<file path="src/hw/rtl/dms_pkg.sv">
// Shared types, codes and lookup functions for the device mode sequencer.
// No dependencies; compile first.
`default_nettype none

package dms_pkg;

	localparam int unsigned CFG_IDX_W   = 4;
	localparam int unsigned CFG_DATA_W  = 16;
	localparam int unsigned QUEUE_DEPTH = 2;
	localparam int unsigned QPTR_W      = $clog2(QUEUE_DEPTH);
	localparam int unsigned QCNT_W      = $clog2(QUEUE_DEPTH + 1);

	localparam logic [9:0]  MS_PER_S = 10'd1000;
	localparam logic [15:0] SAT16    = 16'hFFFF;

	// reset values of the configuration registers
	localparam logic [15:0] RST_DEBOUNCE_MS = 16'd200;
	localparam logic [15:0] RST_OFF_HOLD_MS = 16'd2000;
	localparam logic [15:0] RST_ON_HOLD_MS  = 16'd1000;
	localparam logic [15:0] RST_IDLE_OFF_S  = 16'd180;
	localparam logic [15:0] RST_DIAG_TO_S   = 16'd300;
	localparam logic [15:0] RST_SESS_TO_S   = 16'd1800;
	localparam logic [15:0] RST_PHASE_A_S   = 16'd300;
	localparam logic [15:0] RST_PHASE_B_S   = 16'd1500;

	typedef enum logic [CFG_IDX_W-1:0] {
		CFG_DEBOUNCE_MS = 4'd0,
		CFG_OFF_HOLD_MS = 4'd1,
		CFG_ON_HOLD_MS  = 4'd2,
		CFG_IDLE_OFF_S  = 4'd3,
		CFG_DIAG_TO_S   = 4'd4,
		CFG_SESS_TO_S   = 4'd5,
		CFG_PHASE_A_S   = 4'd6,
		CFG_PHASE_B_S   = 4'd7
	} cfg_idx_t;

	typedef enum logic [2:0] {
		MODE_OFF  = 3'd0,
		MODE_ON   = 3'd1,
		MODE_DIAG = 3'd2,
		MODE_T1   = 3'd3,
		MODE_T2   = 3'd4,
		MODE_T3   = 3'd5,
		MODE_4A   = 3'd6,
		MODE_4B   = 3'd7
	} mode_t;

	typedef enum logic [1:0] {
		KEY_NONE = 2'd0,
		KEY_SYS  = 2'd1,
		KEY_DIAG = 2'd2,
		KEY_MODE = 2'd3
	} key_t;

	typedef enum logic [1:0] {
		BEEP_PWR_OFF = 2'd0,
		BEEP_ON      = 2'd1,
		BEEP_CHANGE  = 2'd2
	} beep_t;

	typedef enum logic [2:0] {
		LED_OFF       = 3'd0,
		LED_RED       = 3'd1,
		LED_GREEN     = 3'd2,
		LED_BLUE      = 3'd3,
		LED_TURQUOISE = 3'd4,
		LED_YELLOW    = 3'd5,
		LED_PURPLE    = 3'd6
	} led_t;

	typedef struct packed {
		logic [15:0] debounce_ms;
		logic [15:0] off_hold_ms;
		logic [15:0] on_hold_ms;
		logic [15:0] idle_off_s;
		logic [15:0] diag_timeout_s;
		logic [15:0] session_timeout_s;
		logic [15:0] phase_a_s;
		logic [15:0] phase_b_s;
	} cfg_regs_t;

	// classified tick passed from the front queue to the back
	typedef struct packed {
		logic valid;
		key_t key;
	} key_word_t;

	typedef struct packed {
		mode_t mode_now;
		led_t  led_colour;
		logic  mcu_enable;
		logic  laser_enable;
		logic  synth_enable;
		logic  sound_enable;
		logic  optical_enable;
		logic  beep_request;
		beep_t beep_kind;
		logic  sensor_restart;
		key_t  held_key;
	} result_t;

	function automatic logic [15:0] inc_sat(input logic [15:0] v);
		return (v == SAT16) ? SAT16 : v + 16'd1;
	endfunction

	function automatic led_t led_of_mode(input mode_t m);
		led_t l;
		case (m)
			MODE_OFF:  l = LED_OFF;
			MODE_ON:   l = LED_GREEN;
			MODE_DIAG: l = LED_BLUE;
			MODE_T1:   l = LED_RED;
			MODE_T2:   l = LED_PURPLE;
			MODE_T3:   l = LED_TURQUOISE;
			MODE_4A:   l = LED_PURPLE;
			MODE_4B:   l = LED_YELLOW;
			default:   l = LED_OFF;
		endcase
		return l;
	endfunction

	// bit4 mcu, bit3 laser, bit2 synth, bit1 sound, bit0 optical
	function automatic logic [4:0] pwr_of_mode(input mode_t m);
		logic [4:0] p;
		case (m)
			MODE_OFF:  p = 5'h00;
			MODE_ON:   p = 5'h10;
			MODE_DIAG: p = 5'h11;
			MODE_T1:   p = 5'h18;
			MODE_T2:   p = 5'h14;
			MODE_T3:   p = 5'h1E;
			MODE_4A:   p = 5'h1F;
			MODE_4B:   p = 5'h1E;
			default:   p = 5'h00;
		endcase
		return p;
	endfunction

endpackage

`default_nettype wire

</file>
<file path="src/hw/rtl/dms_if.sv">
// Channel interfaces of the device mode sequencer: tick input, result output
// and configuration write. Depends on dms_pkg.
`default_nettype none

interface dms_req_if;
	logic valid;
	logic ready;
	logic sys_button_n;
	logic diag_button_n;
	logic mode_button_n;

	modport source (output valid, sys_button_n, diag_button_n, mode_button_n, input ready);
	modport sink   (input valid, sys_button_n, diag_button_n, mode_button_n, output ready);
endinterface

interface dms_rsp_if;
	import dms_pkg::*;
	logic       valid;
	logic       ready;
	logic [2:0] mode_now;
	logic [2:0] led_colour;
	logic       mcu_enable;
	logic       laser_enable;
	logic       synth_enable;
	logic       sound_enable;
	logic       optical_enable;
	logic       beep_request;
	logic [1:0] beep_kind;
	logic       sensor_restart;
	logic [1:0] held_key;

	modport source (output valid, mode_now, led_colour, mcu_enable, laser_enable,
		synth_enable, sound_enable, optical_enable, beep_request, beep_kind,
		sensor_restart, held_key, input ready);
	modport sink   (input valid, mode_now, led_colour, mcu_enable, laser_enable,
		synth_enable, sound_enable, optical_enable, beep_request, beep_kind,
		sensor_restart, held_key, output ready);
endinterface

interface dms_cfg_if;
	import dms_pkg::*;
	logic                  valid;
	logic                  ready;
	logic [CFG_IDX_W-1:0]  index;
	logic [CFG_DATA_W-1:0] data;

	modport source (output valid, index, data, input ready);
	modport sink   (input valid, index, data, output ready);
endinterface

`default_nettype wire

</file>
<file path="src/hw/rtl/dms_front.sv">
// Front end: accepts tick words, resolves the key by priority and queues it.
// Depends on dms_pkg and dms_if.
`default_nettype none

module dms_front (
	input  logic              clk,
	input  logic              arst_n,
	dms_req_if.sink           req,
	output dms_pkg::key_word_t word,
	input  logic              take
);
	import dms_pkg::*;

	key_t              fifo_q [QUEUE_DEPTH];
	logic [QPTR_W-1:0] wr_ptr_q;
	logic [QPTR_W-1:0] rd_ptr_q;
	logic [QCNT_W-1:0] count_q;
	key_t              req_key;
	logic              push;

	// system beats diagnostic beats mode
	always_comb begin
		if (!req.sys_button_n)       req_key = KEY_SYS;
		else if (!req.diag_button_n) req_key = KEY_DIAG;
		else if (!req.mode_button_n) req_key = KEY_MODE;
		else                         req_key = KEY_NONE;
	end

	assign req.ready = (count_q != QCNT_W'(QUEUE_DEPTH));
	assign push      = req.valid && req.ready;
	assign word      = '{valid: (count_q != '0), key: fifo_q[rd_ptr_q]};

	// store queued keys
	always_ff @(posedge clk) begin
		if (push) begin
			fifo_q[wr_ptr_q] <= req_key;
		end
	end

	// advance pointers and occupancy
	always_ff @(posedge clk or negedge arst_n) begin
		if (!arst_n) begin
			wr_ptr_q <= '0;
			rd_ptr_q <= '0;
			count_q  <= '0;
		end else begin
			if (push) wr_ptr_q <= wr_ptr_q + QPTR_W'(1);
			if (take) rd_ptr_q <= rd_ptr_q + QPTR_W'(1);
			if (push && !take)      count_q <= count_q + QCNT_W'(1);
			else if (take && !push) count_q <= count_q - QCNT_W'(1);
		end
	end

endmodule

`default_nettype wire

</file>
<file path="src/hw/rtl/dms_back.sv">
// Back end: holds configuration and sequencer state, executes one tick per
// cycle unless rsp stalls, registers the result word; needs dms_pkg, dms_if.
`default_nettype none

module dms_back (
	input  logic              clk,
	input  logic              arst_n,
	dms_cfg_if.sink           cfg,
	input  dms_pkg::key_word_t word,
	output logic              take,
	dms_rsp_if.source         rsp
);
	import dms_pkg::*;

	cfg_regs_t   cfg_q;
	mode_t       mode_q,  mode_n;
	key_t        key_q,   key_n;
	logic        busy_q,  busy_n;
	logic [15:0] deb_q,   deb_n;
	logic [15:0] hold_q,  hold_n;
	logic [9:0]  ms_q,    ms_n;
	logic [15:0] msec_q,  msec_n;
	logic [15:0] idle_q,  idle_n;
	mode_t       handled;
	logic        beep;
	beep_t       kind;
	logic        restart;
	logic [4:0]  pwr;
	result_t     res;
	result_t     out_q;
	logic        out_valid_q;

	assign cfg.ready = 1'b1;
	assign take      = word.valid && (!out_valid_q || rsp.ready);

	// configuration registers
	always_ff @(posedge clk or negedge arst_n) begin
		if (!arst_n) begin
			cfg_q.debounce_ms       <= RST_DEBOUNCE_MS;
			cfg_q.off_hold_ms       <= RST_OFF_HOLD_MS;
			cfg_q.on_hold_ms        <= RST_ON_HOLD_MS;
			cfg_q.idle_off_s        <= RST_IDLE_OFF_S;
			cfg_q.diag_timeout_s    <= RST_DIAG_TO_S;
			cfg_q.session_timeout_s <= RST_SESS_TO_S;
			cfg_q.phase_a_s         <= RST_PHASE_A_S;
			cfg_q.phase_b_s         <= RST_PHASE_B_S;
		end else if (cfg.valid) begin
			case (cfg.index)
				CFG_DEBOUNCE_MS: cfg_q.debounce_ms       <= cfg.data;
				CFG_OFF_HOLD_MS: cfg_q.off_hold_ms       <= cfg.data;
				CFG_ON_HOLD_MS:  cfg_q.on_hold_ms        <= cfg.data;
				CFG_IDLE_OFF_S:  cfg_q.idle_off_s        <= cfg.data;
				CFG_DIAG_TO_S:   cfg_q.diag_timeout_s    <= cfg.data;
				CFG_SESS_TO_S:   cfg_q.session_timeout_s <= cfg.data;
				CFG_PHASE_A_S:   cfg_q.phase_a_s         <= cfg.data;
				CFG_PHASE_B_S:   cfg_q.phase_b_s         <= cfg.data;
				default: ;
			endcase
		end
	end

	// one tick: sample key, count, expire debounce, second boundary, mode step
	always_comb begin
		busy_n  = busy_q;
		key_n   = key_q;
		hold_n  = hold_q;
		deb_n   = deb_q;
		msec_n  = msec_q;
		idle_n  = idle_q;
		mode_n  = mode_q;
		beep    = 1'b0;
		kind    = BEEP_PWR_OFF;
		restart = 1'b0;

		if (!busy_n) begin
			busy_n = 1'b1;
			key_n  = word.key;
			if (word.key == KEY_NONE) begin
				busy_n = 1'b0;
				hold_n = '0;
			end
		end

		ms_n = ms_q + 10'd1;
		if (key_n != KEY_NONE) hold_n = inc_sat(hold_n);
		if (busy_n) deb_n = inc_sat(deb_n);

		if (deb_n > cfg_q.debounce_ms) begin
			busy_n = 1'b0;
			deb_n  = '0;
		end

		if (ms_n >= MS_PER_S) begin
			if (mode_n > MODE_ON) msec_n = inc_sat(msec_n);
			if (idle_n > cfg_q.idle_off_s) begin
				mode_n = MODE_OFF;
				beep   = 1'b1;
				kind   = BEEP_PWR_OFF;
			end
			ms_n = '0;
			if (mode_n == MODE_ON && key_n == KEY_NONE) idle_n = inc_sat(idle_n);
			else idle_n = '0;
		end

		handled = mode_n;
		case (handled)
			MODE_OFF: begin
				if (key_n == KEY_SYS && hold_n > cfg_q.on_hold_ms) begin
					mode_n = MODE_ON;
					beep   = 1'b1;
					kind   = BEEP_ON;
					hold_n = '0;
				end
			end
			MODE_ON: begin
				if (key_n == KEY_SYS && hold_n > cfg_q.off_hold_ms) begin
					mode_n = MODE_OFF;
					beep   = 1'b1;
					kind   = BEEP_PWR_OFF;
					hold_n = '0;
				end else if (key_n == KEY_DIAG) begin
					mode_n  = MODE_DIAG;
					msec_n  = '0;
					beep    = 1'b1;
					kind    = BEEP_CHANGE;
					restart = 1'b1;
				end else if (key_n == KEY_MODE) begin
					mode_n = MODE_T1;
					msec_n = '0;
					key_n  = KEY_NONE;
					beep   = 1'b1;
					kind   = BEEP_CHANGE;
				end
			end
			MODE_DIAG: begin
				if (key_n == KEY_SYS || msec_n > cfg_q.diag_timeout_s) begin
					mode_n = MODE_ON;
					beep   = 1'b1;
					kind   = BEEP_CHANGE;
				end
			end
			MODE_T1, MODE_T2, MODE_T3: begin
				if (key_n == KEY_SYS) begin
					mode_n = MODE_ON;
					beep   = 1'b1;
					kind   = BEEP_CHANGE;
				end else if (key_n == KEY_MODE) begin
					mode_n = mode_t'(3'(handled + 3'd1));
					beep   = 1'b1;
					kind   = BEEP_CHANGE;
					key_n  = KEY_NONE;
					if (handled == MODE_T3) restart = 1'b1;
				end
				if (msec_n > cfg_q.session_timeout_s) begin
					mode_n = MODE_ON;
					beep   = 1'b1;
					kind   = BEEP_CHANGE;
				end
			end
			MODE_4A: begin
				if (key_n == KEY_SYS) begin
					mode_n = MODE_ON;
					beep   = 1'b1;
					kind   = BEEP_CHANGE;
				end else if (key_n == KEY_MODE) begin
					mode_n = MODE_T1;
					beep   = 1'b1;
					kind   = BEEP_CHANGE;
					key_n  = KEY_NONE;
				end
				// phase timeout overrides the key, its beep stays
				if (msec_n > cfg_q.phase_a_s) mode_n = MODE_4B;
			end
			default: begin
				if (key_n == KEY_SYS) begin
					mode_n = MODE_ON;
					beep   = 1'b1;
					kind   = BEEP_CHANGE;
				end else if (key_n == KEY_MODE) begin
					mode_n = MODE_T1;
					beep   = 1'b1;
					kind   = BEEP_CHANGE;
					key_n  = KEY_NONE;
				end
				if (msec_n > cfg_q.phase_b_s) begin
					mode_n  = MODE_4A;
					restart = 1'b1;
				end
			end
		endcase

		pwr                = pwr_of_mode(handled);
		res.mode_now       = mode_n;
		res.led_colour     = led_of_mode(handled);
		res.mcu_enable     = pwr[4];
		res.laser_enable   = pwr[3];
		res.synth_enable   = pwr[2];
		res.sound_enable   = pwr[1];
		res.optical_enable = pwr[0];
		res.beep_request   = beep;
		res.beep_kind      = beep ? kind : BEEP_PWR_OFF;
		res.sensor_restart = restart;
		res.held_key       = key_n;
	end

	// commit state on each executed tick
	always_ff @(posedge clk or negedge arst_n) begin
		if (!arst_n) begin
			mode_q <= MODE_OFF;
			key_q  <= KEY_NONE;
			busy_q <= 1'b0;
			deb_q  <= '0;
			hold_q <= '0;
			ms_q   <= '0;
			msec_q <= '0;
			idle_q <= '0;
		end else if (take) begin
			mode_q <= mode_n;
			key_q  <= key_n;
			busy_q <= busy_n;
			deb_q  <= deb_n;
			hold_q <= hold_n;
			ms_q   <= ms_n;
			msec_q <= msec_n;
			idle_q <= idle_n;
		end
	end

	// output word register: hold while the receiver stalls
	always_ff @(posedge clk or negedge arst_n) begin
		if (!arst_n) begin
			out_valid_q <= 1'b0;
		end else if (take) begin
			out_valid_q <= 1'b1;
		end else if (rsp.ready) begin
			out_valid_q <= 1'b0;
		end
	end

	always_ff @(posedge clk) begin
		if (take) begin
			out_q <= res;
		end
	end

	assign rsp.valid          = out_valid_q;
	assign rsp.mode_now       = out_q.mode_now;
	assign rsp.led_colour     = out_q.led_colour;
	assign rsp.mcu_enable     = out_q.mcu_enable;
	assign rsp.laser_enable   = out_q.laser_enable;
	assign rsp.synth_enable   = out_q.synth_enable;
	assign rsp.sound_enable   = out_q.sound_enable;
	assign rsp.optical_enable = out_q.optical_enable;
	assign rsp.beep_request   = out_q.beep_request;
	assign rsp.beep_kind      = out_q.beep_kind;
	assign rsp.sensor_restart = out_q.sensor_restart;
	assign rsp.held_key       = out_q.held_key;

endmodule

`default_nettype wire

</file>
<file path="src/hw/rtl/device_mode_sequencer.sv">
// Device mode sequencer.
// Channels: req carries one 1 ms tick per word with the three active-low
// button levels; rsp returns exactly one result word per tick (mode after
// the tick, LED colour and power enables of the handled mode, beep request
// and kind, sensor restart, latched key); cfg writes the eight 16-bit
// timing registers by index and is always ready. Write cfg only while idle.
// An accepted tick is queued in the front, executed in the back, and its
// result word is registered. Throughput: one tick per clock while rsp keeps
// up. A two-word key queue sits between front and back, and the result
// word is registered, so req stays ready while a result waits on rsp until
// the queue fills. When rsp stalls, the result holds, the queue fills and
// req.ready drops once it holds two words.
// Reset: mode off, no key latched, all counters zero, registers at their
// default timings; the queue and result register are empty.
// Depends on dms_pkg, dms_if, dms_front and dms_back.
`default_nettype none

module device_mode_sequencer (
	input  logic      clk,
	input  logic      arst_n,
	dms_cfg_if.sink   cfg,
	dms_req_if.sink   req,
	dms_rsp_if.source rsp
);
	import dms_pkg::*;

	key_word_t word;
	logic      take;

	dms_front u_front (
		.clk    (clk),
		.arst_n (arst_n),
		.req    (req),
		.word   (word),
		.take   (take)
	);

	dms_back u_back (
		.clk    (clk),
		.arst_n (arst_n),
		.cfg    (cfg),
		.word   (word),
		.take   (take),
		.rsp    (rsp)
	);

`ifndef SYNTHESIS
	// no beep means the kind field is cleared
	a_beep_kind_clear: assert property (@(posedge clk) disable iff (!arst_n)
		rsp.valid && !rsp.beep_request |-> rsp.beep_kind == BEEP_PWR_OFF)
		else $error("beep_kind set without beep_request");

	// the power-on beep only ever lands in on mode
	a_beep_on_mode: assert property (@(posedge clk) disable iff (!arst_n)
		rsp.valid && rsp.beep_request && rsp.beep_kind == BEEP_ON
		|-> rsp.mode_now == MODE_ON)
		else $error("power-on beep outside on mode");

	// with the main supply dropped nothing else may be powered
	a_power_off_all: assert property (@(posedge clk) disable iff (!arst_n)
		rsp.valid && !rsp.mcu_enable
		|-> !rsp.laser_enable && !rsp.synth_enable && !rsp.sound_enable
			&& !rsp.optical_enable && rsp.led_colour == LED_OFF)
		else $error("supply enabled while main power is off");
`endif

endmodule

`default_nettype wire
</file>
<file path="src/flat_wrapper.sv">
// flat-port wrapper written by rule: the top's interface ports become plain ports
module device_mode_sequencer_flat import dms_pkg::*;
  (clk, arst_n, cfg_valid, cfg_index, cfg_data, cfg_ready, req_valid, req_sys_button_n, req_diag_button_n, req_mode_button_n, req_ready, rsp_valid, rsp_mode_now, rsp_led_colour, rsp_mcu_enable, rsp_laser_enable, rsp_synth_enable, rsp_sound_enable, rsp_optical_enable, rsp_beep_request, rsp_beep_kind, rsp_sensor_restart, rsp_held_key, rsp_ready);
  dms_cfg_if cfg_i ();
  dms_req_if req_i ();
  dms_rsp_if rsp_i ();
  input  logic clk;
  input  logic arst_n;
  input wire logic [$bits(cfg_i.valid)-1:0] cfg_valid;
  input wire logic [$bits(cfg_i.index)-1:0] cfg_index;
  input wire logic [$bits(cfg_i.data)-1:0] cfg_data;
  output wire logic [$bits(cfg_i.ready)-1:0] cfg_ready;
  input wire logic [$bits(req_i.valid)-1:0] req_valid;
  input wire logic [$bits(req_i.sys_button_n)-1:0] req_sys_button_n;
  input wire logic [$bits(req_i.diag_button_n)-1:0] req_diag_button_n;
  input wire logic [$bits(req_i.mode_button_n)-1:0] req_mode_button_n;
  output wire logic [$bits(req_i.ready)-1:0] req_ready;
  output wire logic [$bits(rsp_i.valid)-1:0] rsp_valid;
  output wire logic [$bits(rsp_i.mode_now)-1:0] rsp_mode_now;
  output wire logic [$bits(rsp_i.led_colour)-1:0] rsp_led_colour;
  output wire logic [$bits(rsp_i.mcu_enable)-1:0] rsp_mcu_enable;
  output wire logic [$bits(rsp_i.laser_enable)-1:0] rsp_laser_enable;
  output wire logic [$bits(rsp_i.synth_enable)-1:0] rsp_synth_enable;
  output wire logic [$bits(rsp_i.sound_enable)-1:0] rsp_sound_enable;
  output wire logic [$bits(rsp_i.optical_enable)-1:0] rsp_optical_enable;
  output wire logic [$bits(rsp_i.beep_request)-1:0] rsp_beep_request;
  output wire logic [$bits(rsp_i.beep_kind)-1:0] rsp_beep_kind;
  output wire logic [$bits(rsp_i.sensor_restart)-1:0] rsp_sensor_restart;
  output wire logic [$bits(rsp_i.held_key)-1:0] rsp_held_key;
  input wire logic [$bits(rsp_i.ready)-1:0] rsp_ready;
  assign cfg_i.valid = cfg_valid;
  assign cfg_i.index = cfg_index;
  assign cfg_i.data = cfg_data;
  assign cfg_ready = cfg_i.ready;
  assign req_i.valid = req_valid;
  assign req_i.sys_button_n = req_sys_button_n;
  assign req_i.diag_button_n = req_diag_button_n;
  assign req_i.mode_button_n = req_mode_button_n;
  assign req_ready = req_i.ready;
  assign rsp_valid = rsp_i.valid;
  assign rsp_mode_now = rsp_i.mode_now;
  assign rsp_led_colour = rsp_i.led_colour;
  assign rsp_mcu_enable = rsp_i.mcu_enable;
  assign rsp_laser_enable = rsp_i.laser_enable;
  assign rsp_synth_enable = rsp_i.synth_enable;
  assign rsp_sound_enable = rsp_i.sound_enable;
  assign rsp_optical_enable = rsp_i.optical_enable;
  assign rsp_beep_request = rsp_i.beep_request;
  assign rsp_beep_kind = rsp_i.beep_kind;
  assign rsp_sensor_restart = rsp_i.sensor_restart;
  assign rsp_held_key = rsp_i.held_key;
  assign rsp_i.ready = rsp_ready;
  device_mode_sequencer u_core (.clk(clk), .arst_n(arst_n), .cfg(cfg_i), .req(req_i), .rsp(rsp_i));
endmodule
</file>
<file path="config.mk">
export PLATFORM = sky130hd
export DESIGN_NAME = device_mode_sequencer_flat
export DESIGN_NICKNAME = d
export VERILOG_FILES = /design/src/hw/rtl/dms_pkg.sv /design/src/hw/rtl/dms_if.sv /design/src/hw/rtl/dms_front.sv /design/src/hw/rtl/dms_back.sv /design/src/hw/rtl/device_mode_sequencer.sv /design/src/flat_wrapper.sv
export SDC_FILE = /design/constraint.sdc
export NUM_CORES = 1
export LEC_CHECK = 0
export BUFFER_PORTS_ARGS = -buffer_cell sky130_fd_sc_hd__buf_2
export CELL_PAD_IN_SITES_DETAIL_PLACEMENT = 1
export CELL_PAD_IN_SITES_GLOBAL_PLACEMENT = 1
export CORE_MARGIN = 1
export CORE_UTILIZATION = 45
export CTS_CLUSTER_SIZE = 12
export DETAILED_ROUTE_END_ITERATION = 10
export GPL_ROUTABILITY_DRIVEN = 0
export PLACE_DENSITY = 0.86
export SLEW_MARGIN = 20
export SYNTH_ARGS = -nofsm -noshare
export SYNTH_HDL_FRONTEND = slang
export SYNTH_SLANG_ARGS = --single-unit
</file>
<file path="constraint.sdc">
create_clock -name clk -period 9.3 [get_ports clk]
set_input_delay 0.93 -clock clk [delete_from_list [all_inputs] [get_ports clk]]
set_output_delay 0.93 -clock clk [all_outputs]
set_load 0.01 [all_outputs]
</file>
### Yosys cells after proc, flatten, opt, wreduce, memory -nomap -nowiden

Memory sizes are Yosys's and may differ from the RTL's. A register that Yosys moved wholly into a read port is not among the register bits.
Index checks and enable logic that the tools add are counted.

| word-level totals | value |
|---|---|
| bits in read-only memories | 64 |
| input bits | 28 |
| memory bits (writable) | 4 |
| word-level logic and storage cells | 180 |
| memories kept | 3 |
| bits in registers | 222 |

| cells by class | value |
|---|---|
| muxes and demuxes | 78 |
| add/subtract/negate cells | 10 |
| reduce and logical (&&, ||, !) cells | 32 |
| equality and inequality tests | 22 |
| $lt $le $gt $ge | 10 |

Memory list:

| name | words | bits a word | rd ports | clocked after memory_dff | wr ports | line | RTL |
|---|---|---|---|---|---|---|---|
| (name not given) | 8 | 5 | 1 | 1 | 0 | dms_pkg.sv:125 | `case (m)` |
| (name not given) | 8 | 3 | 1 | 1 | 0 | dms_pkg.sv:108 | `case (m)` |
| u_core.u_front.fifo_q | 2 | 2 | 1 | 0 | 1 | dms_front.sv:14 | `key_t fifo_q [QUEUE_DEPTH];` |

Operators by type and width:

| operator | number |
|---|---|
| 16-bit 2-to-1 mux | 18 |
| 16-bit greater-than comparator | 8 |
| 16-bit by 1-bit adder with 16-bit output (second input constant) | 4 |
| 16-bit == test (second input constant) | 4 |
| 3-bit 2-to-1 mux | 14 |
| 2-bit 2-to-1 mux | 16 |
| 16-bit case mux with 2 select lines | 1 |
| 1-bit 2-to-1 mux | 23 |
| 2-bit AND reduction | 9 |
| 4-bit by 3-bit == test with 1-bit output (second input constant) | 4 |
| 3-bit case mux with 5 select lines | 1 |
| 10-bit by 1-bit adder with 10-bit output (second input constant) | 1 |
| 10-bit >= comparator (second input constant) | 1 |
| 10-bit 2-to-1 mux | 1 |
| 3-bit == test (second input constant) | 3 |
| 4-bit by 2-bit == test with 1-bit output (second input constant) | 2 |
| 2-bit case mux with 4 select lines | 1 |
| 2-bit nonzero test | 4 |
| 1-bit logical AND | 7 |
| 3-bit by 1-bit == test with 1-bit output (second input constant) | 2 |
| 3-bit by 2-bit == test with 1-bit output (second input constant) | 2 |
| 3-bit OR reduction | 2 |
| 2-bit == test (second input constant) | 2 |
| 4-bit by 1-bit == test with 1-bit output (second input constant) | 1 |
| 16 further kinds | 21 |

### Logic depth before layout (Yosys ltp)

An unclocked memory read counts as a cell.

| logic depth | value |
|---|---|
| word-level depth | 11 |
| mapped depth | 25 |
| mapped depth without buffers | 21 |

### Modules after synthesis

A second synthesis with hierarchy kept.

| unflattened totals | value |
|---|---|
| cells, all modules | 1548 |
| area total of the unflattened synthesis | 14395.1 µm² |

Modules (own cells, without submodules):

| module | sequential area each (µm²) | instances | area each (µm²) | cells each |
|---|---|---|---|---|
| dms_back | 5758.0 | 1 | 14024.7 | 1521 |
| dms_front | 220.2 | 1 | 370.4 | 27 |

### Least setup slack after synthesis

Ideal clock, no wire load.

| timing | value |
|---|---|
| path type | register to register |
| start point | register u_core.u_back.ms_q[0] |
| end point | register u_core.u_back.mode_q[1] |
| data required time | 9.234 ns |
| setup slack | 4.056 ns |
| period minus slack after synthesis | 5.244 ns |
| data arrival time | 5.178 ns |
| cell stages (with the launch flop) | 23 |
| setup time | 0.066 ns |
| path buffers | 2 |
| cell sequence | dfrtp_1 ha_1 and3_1 nor4b_2 a32o_1 o211ai_2 clkbuf_1 or3_1 clkbuf_1 nor3_1 and3_1 nand3b_1 o21a_1 ha_1 nand4_1 nor2_1 nand2_1 or2_2 or4b_1 and3_1 or4b_1 a41oi_2 mux2_1 |

| between the ends | value |
|---|---|
| cells in the longest elaborated chain, start to end | 8 |
| elaborated cells on any way between the ends | 30 |
| those cells by class | add/sub (2); order compare (5); eq/ne (6); mux (14); reduce/logical (3) |

Ends and longest elaborated chain:

| element | line | RTL |
|---|---|---|
| start: declaration | dms_back.sv:21 | `logic [9:0] ms_q, ms_n;` |
| start signal: assignment | dms_back.sv:223 | `ms_q <= ms_n;` |
| 10-bit by 1-bit adder with 10-bit output * | dms_back.sv:84 | `ms_n = ms_q + 10'd1;` |
| 10-bit >= comparator * | dms_back.sv:93 | `if (ms_n >= MS_PER_S) begin` |
| branches (longest 5 deep; another with 16-bit greater-than comparator) | - |  |
| 3-bit case mux with 5 select lines * | dms_back.sv:106 | `case (handled)` |
| via u_core.u_back.mode_n[1] | dms_back.sv:16 | `mode_t mode_q, mode_n;` |
| end signal: assignment | dms_back.sv:218 | `mode_q <= mode_n;` |
| end: declaration | dms_back.sv:16 |  |

Mark *: on every way through the listed nets, which the timed path passes.
A chain may end at the register's enable or synchronous reset.

### Worst setup path in the final report

| timing | value |
|---|---|
| start point | register u_core.u_back.ms_q[0] |
| end point | register u_core.u_back.out_q, in the netlist u_core.u_back.rsp.beep_kind[0], data pin |

| between the ends | value |
|---|---|
| cells in the longest elaborated chain, start to end | 7 |
| elaborated cells on any way between the ends | 25 |
| those cells by class | add/sub (1); order compare (3); eq/ne (5); mux (13); reduce/logical (3) |

Ends and longest elaborated chain:

| element | line | RTL |
|---|---|---|
| 10-bit by 1-bit adder with 10-bit output * | dms_back.sv:84 |  |
| 10-bit >= comparator * | dms_back.sv:93 |  |
| 16-bit 2-to-1 mux or 1-bit 2-to-1 mux (tied branches) | dms_back.sv:93 |  |
| 16-bit greater-than comparator or 1-bit 2-to-1 mux (tied branches) | - |  |
| 1-bit logical OR, or another cell as far along | dms_back.sv:136 | `if (key_n == KEY_SYS \|\| msec_n > cfg_q.diag_timeout_s) begin` |
| 1-bit 2-to-1 mux, on equally long branches | dms_back.sv:136, dms_back.sv:116, dms_back.sv:154 |  |
| 1-bit case mux with 4 select lines * | dms_back.sv:106 |  |
| via u_core.u_back.beep | dms_back.sv:25 | `logic beep;` |
| end signal: assignment | dms_back.sv:242 | `out_q <= res;` |
| end: declaration | dms_back.sv:30 | `result_t out_q;` |

Mark *: on every way through the listed nets, which the timed path passes. The rest lies on a longest branch.

==> impl_table.tex <==
\begin{tabular}{lr}
\hline
Metric & Value \\
\hline
\multicolumn{2}{l}{\textbf{GRT}} \\
\quad Initial antenna violation count & 2 \\
\quad Global-route wire length before repair & 71500 um \\
\quad Largest net degree at the start of global routing & 84 \\
\quad Residual overflow from global routing & 0 \\
\quad Total global routing track utilization & between 20\% and 30\% \\
\quad Vias in the first global route & around 13000 \\
\multicolumn{2}{l}{\textbf{STA}} \\
\quad Setup repair after global routing missed its margin & no \\
\quad Final hold violation count & 0 \\
\quad Time the worst path needs with I/O delays and setup & 6470 ps \\
\quad Fraction of the cycle the final worst path needs & 69.5\% \\
\quad Slew margin rel. & 32.3\% \\
\quad Aggregate negative setup slack & 0 ps \\
\quad Measured slew at the worst slew-check pin & 1020 ps \\
\quad Highest clock rate & roughly 150 MHz \\
\quad Total setup violations reported at the end of the flow & 0 \\
\quad Count of final max-slew check failures & 0 \\
\quad Final Skew & 22.4 ps \\
\quad Setup ws final & approximately 2800 ps \\
\multicolumn{2}{l}{\textbf{Critical path}} \\
\quad CP endpoint kind & flip-flop \\
\quad Arrival time of the worst setup path & a little under 7000 ps \\
\quad Maximum fanout along the worst path & 18 \\
\quad Kind of launch point of the worst setup path & flip-flop \\
\quad Class of the most critical setup path & reg -> reg \\
\quad Data required time at the worst endpoint & 9590 ps \\
\multicolumn{2}{l}{\textbf{Floorplan}} \\
\quad Placeable core area & 31600 um2 \\
\quad Starting Density & 45.7\% \\
\quad Total die area & 32700 um2 \\
\quad Num rows & 65 \\
\quad Die outline height & 181 um \\
\quad I/O pins & 48 \\
\quad Width of the die & 181 um \\
\multicolumn{2}{l}{\textbf{Pwr}} \\
\quad Internal Power & approximately 2500 uW \\
\quad Power Density & between 200 and 300 nW/um2 \\
\quad Leakage & 0.00741 uW \\
\quad Part of the power in registers & between 30\% and 40\% \\
\quad Power share of the combinational group & 36.1\% \\
\quad Post-route total power & approximately 4100 uW \\
\quad Switching power of the nets & 1560 uW \\
\quad Clock share of power & a little over a quarter \\
\quad Worst-case vdd ir drop & 0.130 mV \\
\quad Net Sw Frac & 38.4\% \\
\multicolumn{2}{l}{\textbf{CTS}} \\
\quad Clock buffer depth & 3 \\
\quad Number of buffers created by CTS & 27 \\
\quad Number of H-tree branching levels & 1 \\
\quad Clock Sink Count & 233 \\
\quad Clock insertion delay at the later pin of the skew report & approximately 560 ps \\
\quad Total setup buffers inserted after CTS & 0 \\
\quad Clock slew seen by the registers of the worst setup and hold paths & approximately 60 ps \\
\quad CTS Root Buffer Type & clkbuf\_16 \\
\quad Resized Gates After CTS & 0 \\
\quad TritonCTS clock tree & done \\
\quad Total of hold buffers inserted after clock tree synthesis & 0 \\
\multicolumn{2}{l}{\textbf{Final layout}} \\
\quad Fraction of layout cells with a size suffix above 1 & 14.6\% \\
\quad Total Nets Final & 1745 \\
\quad Number of standard cells in the layout, taps in and fillers out & 2005 \\
\quad Area growth syn-to-layout & 10.3\% \\
\quad N\_diodes & 0 \\
\multicolumn{2}{l}{\textbf{Route}} \\
\quad Wire length reported by the detailed router & $\sim$45000 um \\
\quad First-pass iteration count of the detailed router & 5 \\
\quad Vias per std cell & 6.13 \\
\quad Number of vias in the routed layout & 12300 \\
\quad Average detailed-routed wire length per instance & around 22 um \\
\quad ANT nets after route & 0 \\
\quad Violation count after the first detailed-route iteration & 786 \\
\quad Residual DRC count & 0 \\
\multicolumn{2}{l}{\textbf{Synthesis}} \\
\quad Top\_reg\_cell synth & dfrtp\_1 \\
\quad Number of synthesis warnings & 0 \\
\quad Area share of the leading cell type in the synthesized netlist & between 30\% and 40\% \\
\quad Register area share after synthesis & 41.5\% \\
\quad Post-Syn Nets & 1726 \\
\quad Post-synthesis async set-or-reset flop share & 91.4\% \\
\quad Cell area after synthesis & 14400 um2 \\
\quad Synthesized netlist cell count & 1563 \\
\quad Syn\_area\_per\_cell & 9.22 um2 \\
\quad Cell taking the most area after synthesis & dfrtp\_1 \\
\quad Number of flip-flops and latches in the synthesized netlist & 233 \\
\quad Distinct cells, synth & around 80 \\
\quad Cells taking the most area after synthesis & dfrtp\_1 30\%, ha\_1 12\%, dfstp\_2 6.9\% \\
\quad EDFF count, synth & 20 \\
\multicolumn{2}{l}{\textbf{Place}} \\
\quad Number of placed cells counting well taps & 1955 \\
\quad Post-Place Worst Slack & 3100 ps \\
\quad \# port buffers & 46 \\
\quad Post-DP HPWL & 30900 um \\
\multicolumn{2}{l}{\textbf{Hold path}} \\
\quad Kind of path behind the tightest hold check & in -> async \\
\multicolumn{2}{l}{\textbf{Status}} \\
\quad Outcome & finished clean \\
\multicolumn{2}{l}{\textbf{Job}} \\
\quad Number of max-cap violations & 0 \\
\hline
\end{tabular}
-- cells by family (layout without fill, tap and decap cells) --
logic type / count (synthesis) / after routing / share of synthesized area [%]
simple gates: 486 / 486 / 16.0
compound gates: 378 / 378 / 16.8
flops: 233 / 233 / 41.5
buf+inv: 217 / 257 / 5.83
fa+ha+maj: 135 / 135 / 11.7
mux: 77 / 77 / 5.97
xor+xnor: 36 / 36 / 2.19
other cells: 1 / 1 / 0.0260
-- sequential cells by signal, summed over array words and instances, names as in the netlist, 3 cells and up --
signal	count
u_core.u_back.cfg_q	128
u_core.u_back.deb_q	16
u_core.u_back.hold_q	16
u_core.u_back.idle_q	16
u_core.u_back.mode_q	3
u_core.u_back.ms_q	10
u_core.u_back.msec_q	16
u_core.u_back.rsp.mode_now	3
u_core.u_front.fifo_q	4
-- cell usage after synthesis (21+ instances only) --
cell type and instances:
and3_1 21, a22o_1 21, mux2_2 71, nor2_1 95, inv_1 150, nand3_1 48
nor3_1 24, ha_1 135, dfrtp_1 175, clkbuf_1 54, a21oi_1 90, nand4_1 31
dfstp_2 38, nand2_1 192, o21ai_0 121
-- cell type report --
type | instances | area (um2)
clock buffer | 38 | 757
clock inverter | 12 | 146
fill | 3615 | 15700
inverter | 151 | 567
multi-input combinational | 1113 | 7630
sequential | 233 | 5980
tap | 402 | 503
timing repair buffer | 56 | 315
-- critical path, cell delays in order (launching register included) --
cell and delay (ps):
dfrtp_1 460, ha_1 320, and3_1 280, nor4b_2 220, a32o_1 200, o211a_1 380
o21ai_1 290, nor3_1 480, nand2_1 520, nand2_1 310, ha_1 290, a21oi_1 180
o221ai_1 150, a221oi_1 490, o31a_1 270, nand2b_1 130, a21oi_1 40, nor3_1 520
a21oi_1 170, o31a_1 320, nor3b_1 190
-- path summary, 6_finish.rpt --
path | startpoint | to | slack (ps) | cells after the start
worst max-delay path | u_core.u_back.ms_q[0] | u_core.u_back.rsp.beep_kind[0] | 2830 | 20
worst min-delay path | arst_n | u_core.u_back.deb_q[5] | 360 | 1
worst max register to register | u_core.u_back.ms_q[0] | u_core.u_back.rsp.beep_kind[0] | 2830 | 20
worst min register to register | u_core.u_back.key_q[1] | u_core.u_back.key_q[1] | 480 | 2
max in group asynchronous | arst_n | u_core.u_back.cfg_q[72] | 7490 | 2
min in group clk | u_core.u_back.key_q[1] | u_core.u_back.key_q[1] | 480 | 2
-- power groups by stage --
stage,registers [uW],logic (uW),clock network [uW]
detailed placement,1500,1420,0
CTS,1490,1450,1110
global placement,1480,1330,0
floorplan,1440,997,0
global route,1520,1620,1150
finish,1490,1460,1100
-- through the flow --
step                      instance area [um2]  util [%]  hold slack [ps]
after global placement                  15000      47.5              466
after floorplan                         14400         -              448
after detailed placement                15000      47.5              471
after CTS                               15900      50.4              403
after global routing                    15900      50.4              426
final                                   15900      50.4              358
-- layout by cell type, fill, tap and decap left out, types with 45 or more instances in the layout --
cell and instances:
dfrtp_1 175, nand2_1 192, ha_1 135, a21oi_1 89, inv_1 149, o21ai_0 121
buf_2 45, mux2_2 71, nor2_1 93, nand3_1 48
-- metal layers --
metal / global-route usage [%] / part of all wire [%] / up-vias / routed length [um]
li1: - / - / 5585 / -
met1: 34.1 / 41 / 6185 / 18300
met2: 47.7 / 49 / 378 / 21700
met4: 11.5 / 4.5 / 4 / 1990
met5: 0 / 0.056 / - / 25
met3: 4.58 / 5.7 / 146 / 2530
(Power assumes the default switching activity.)
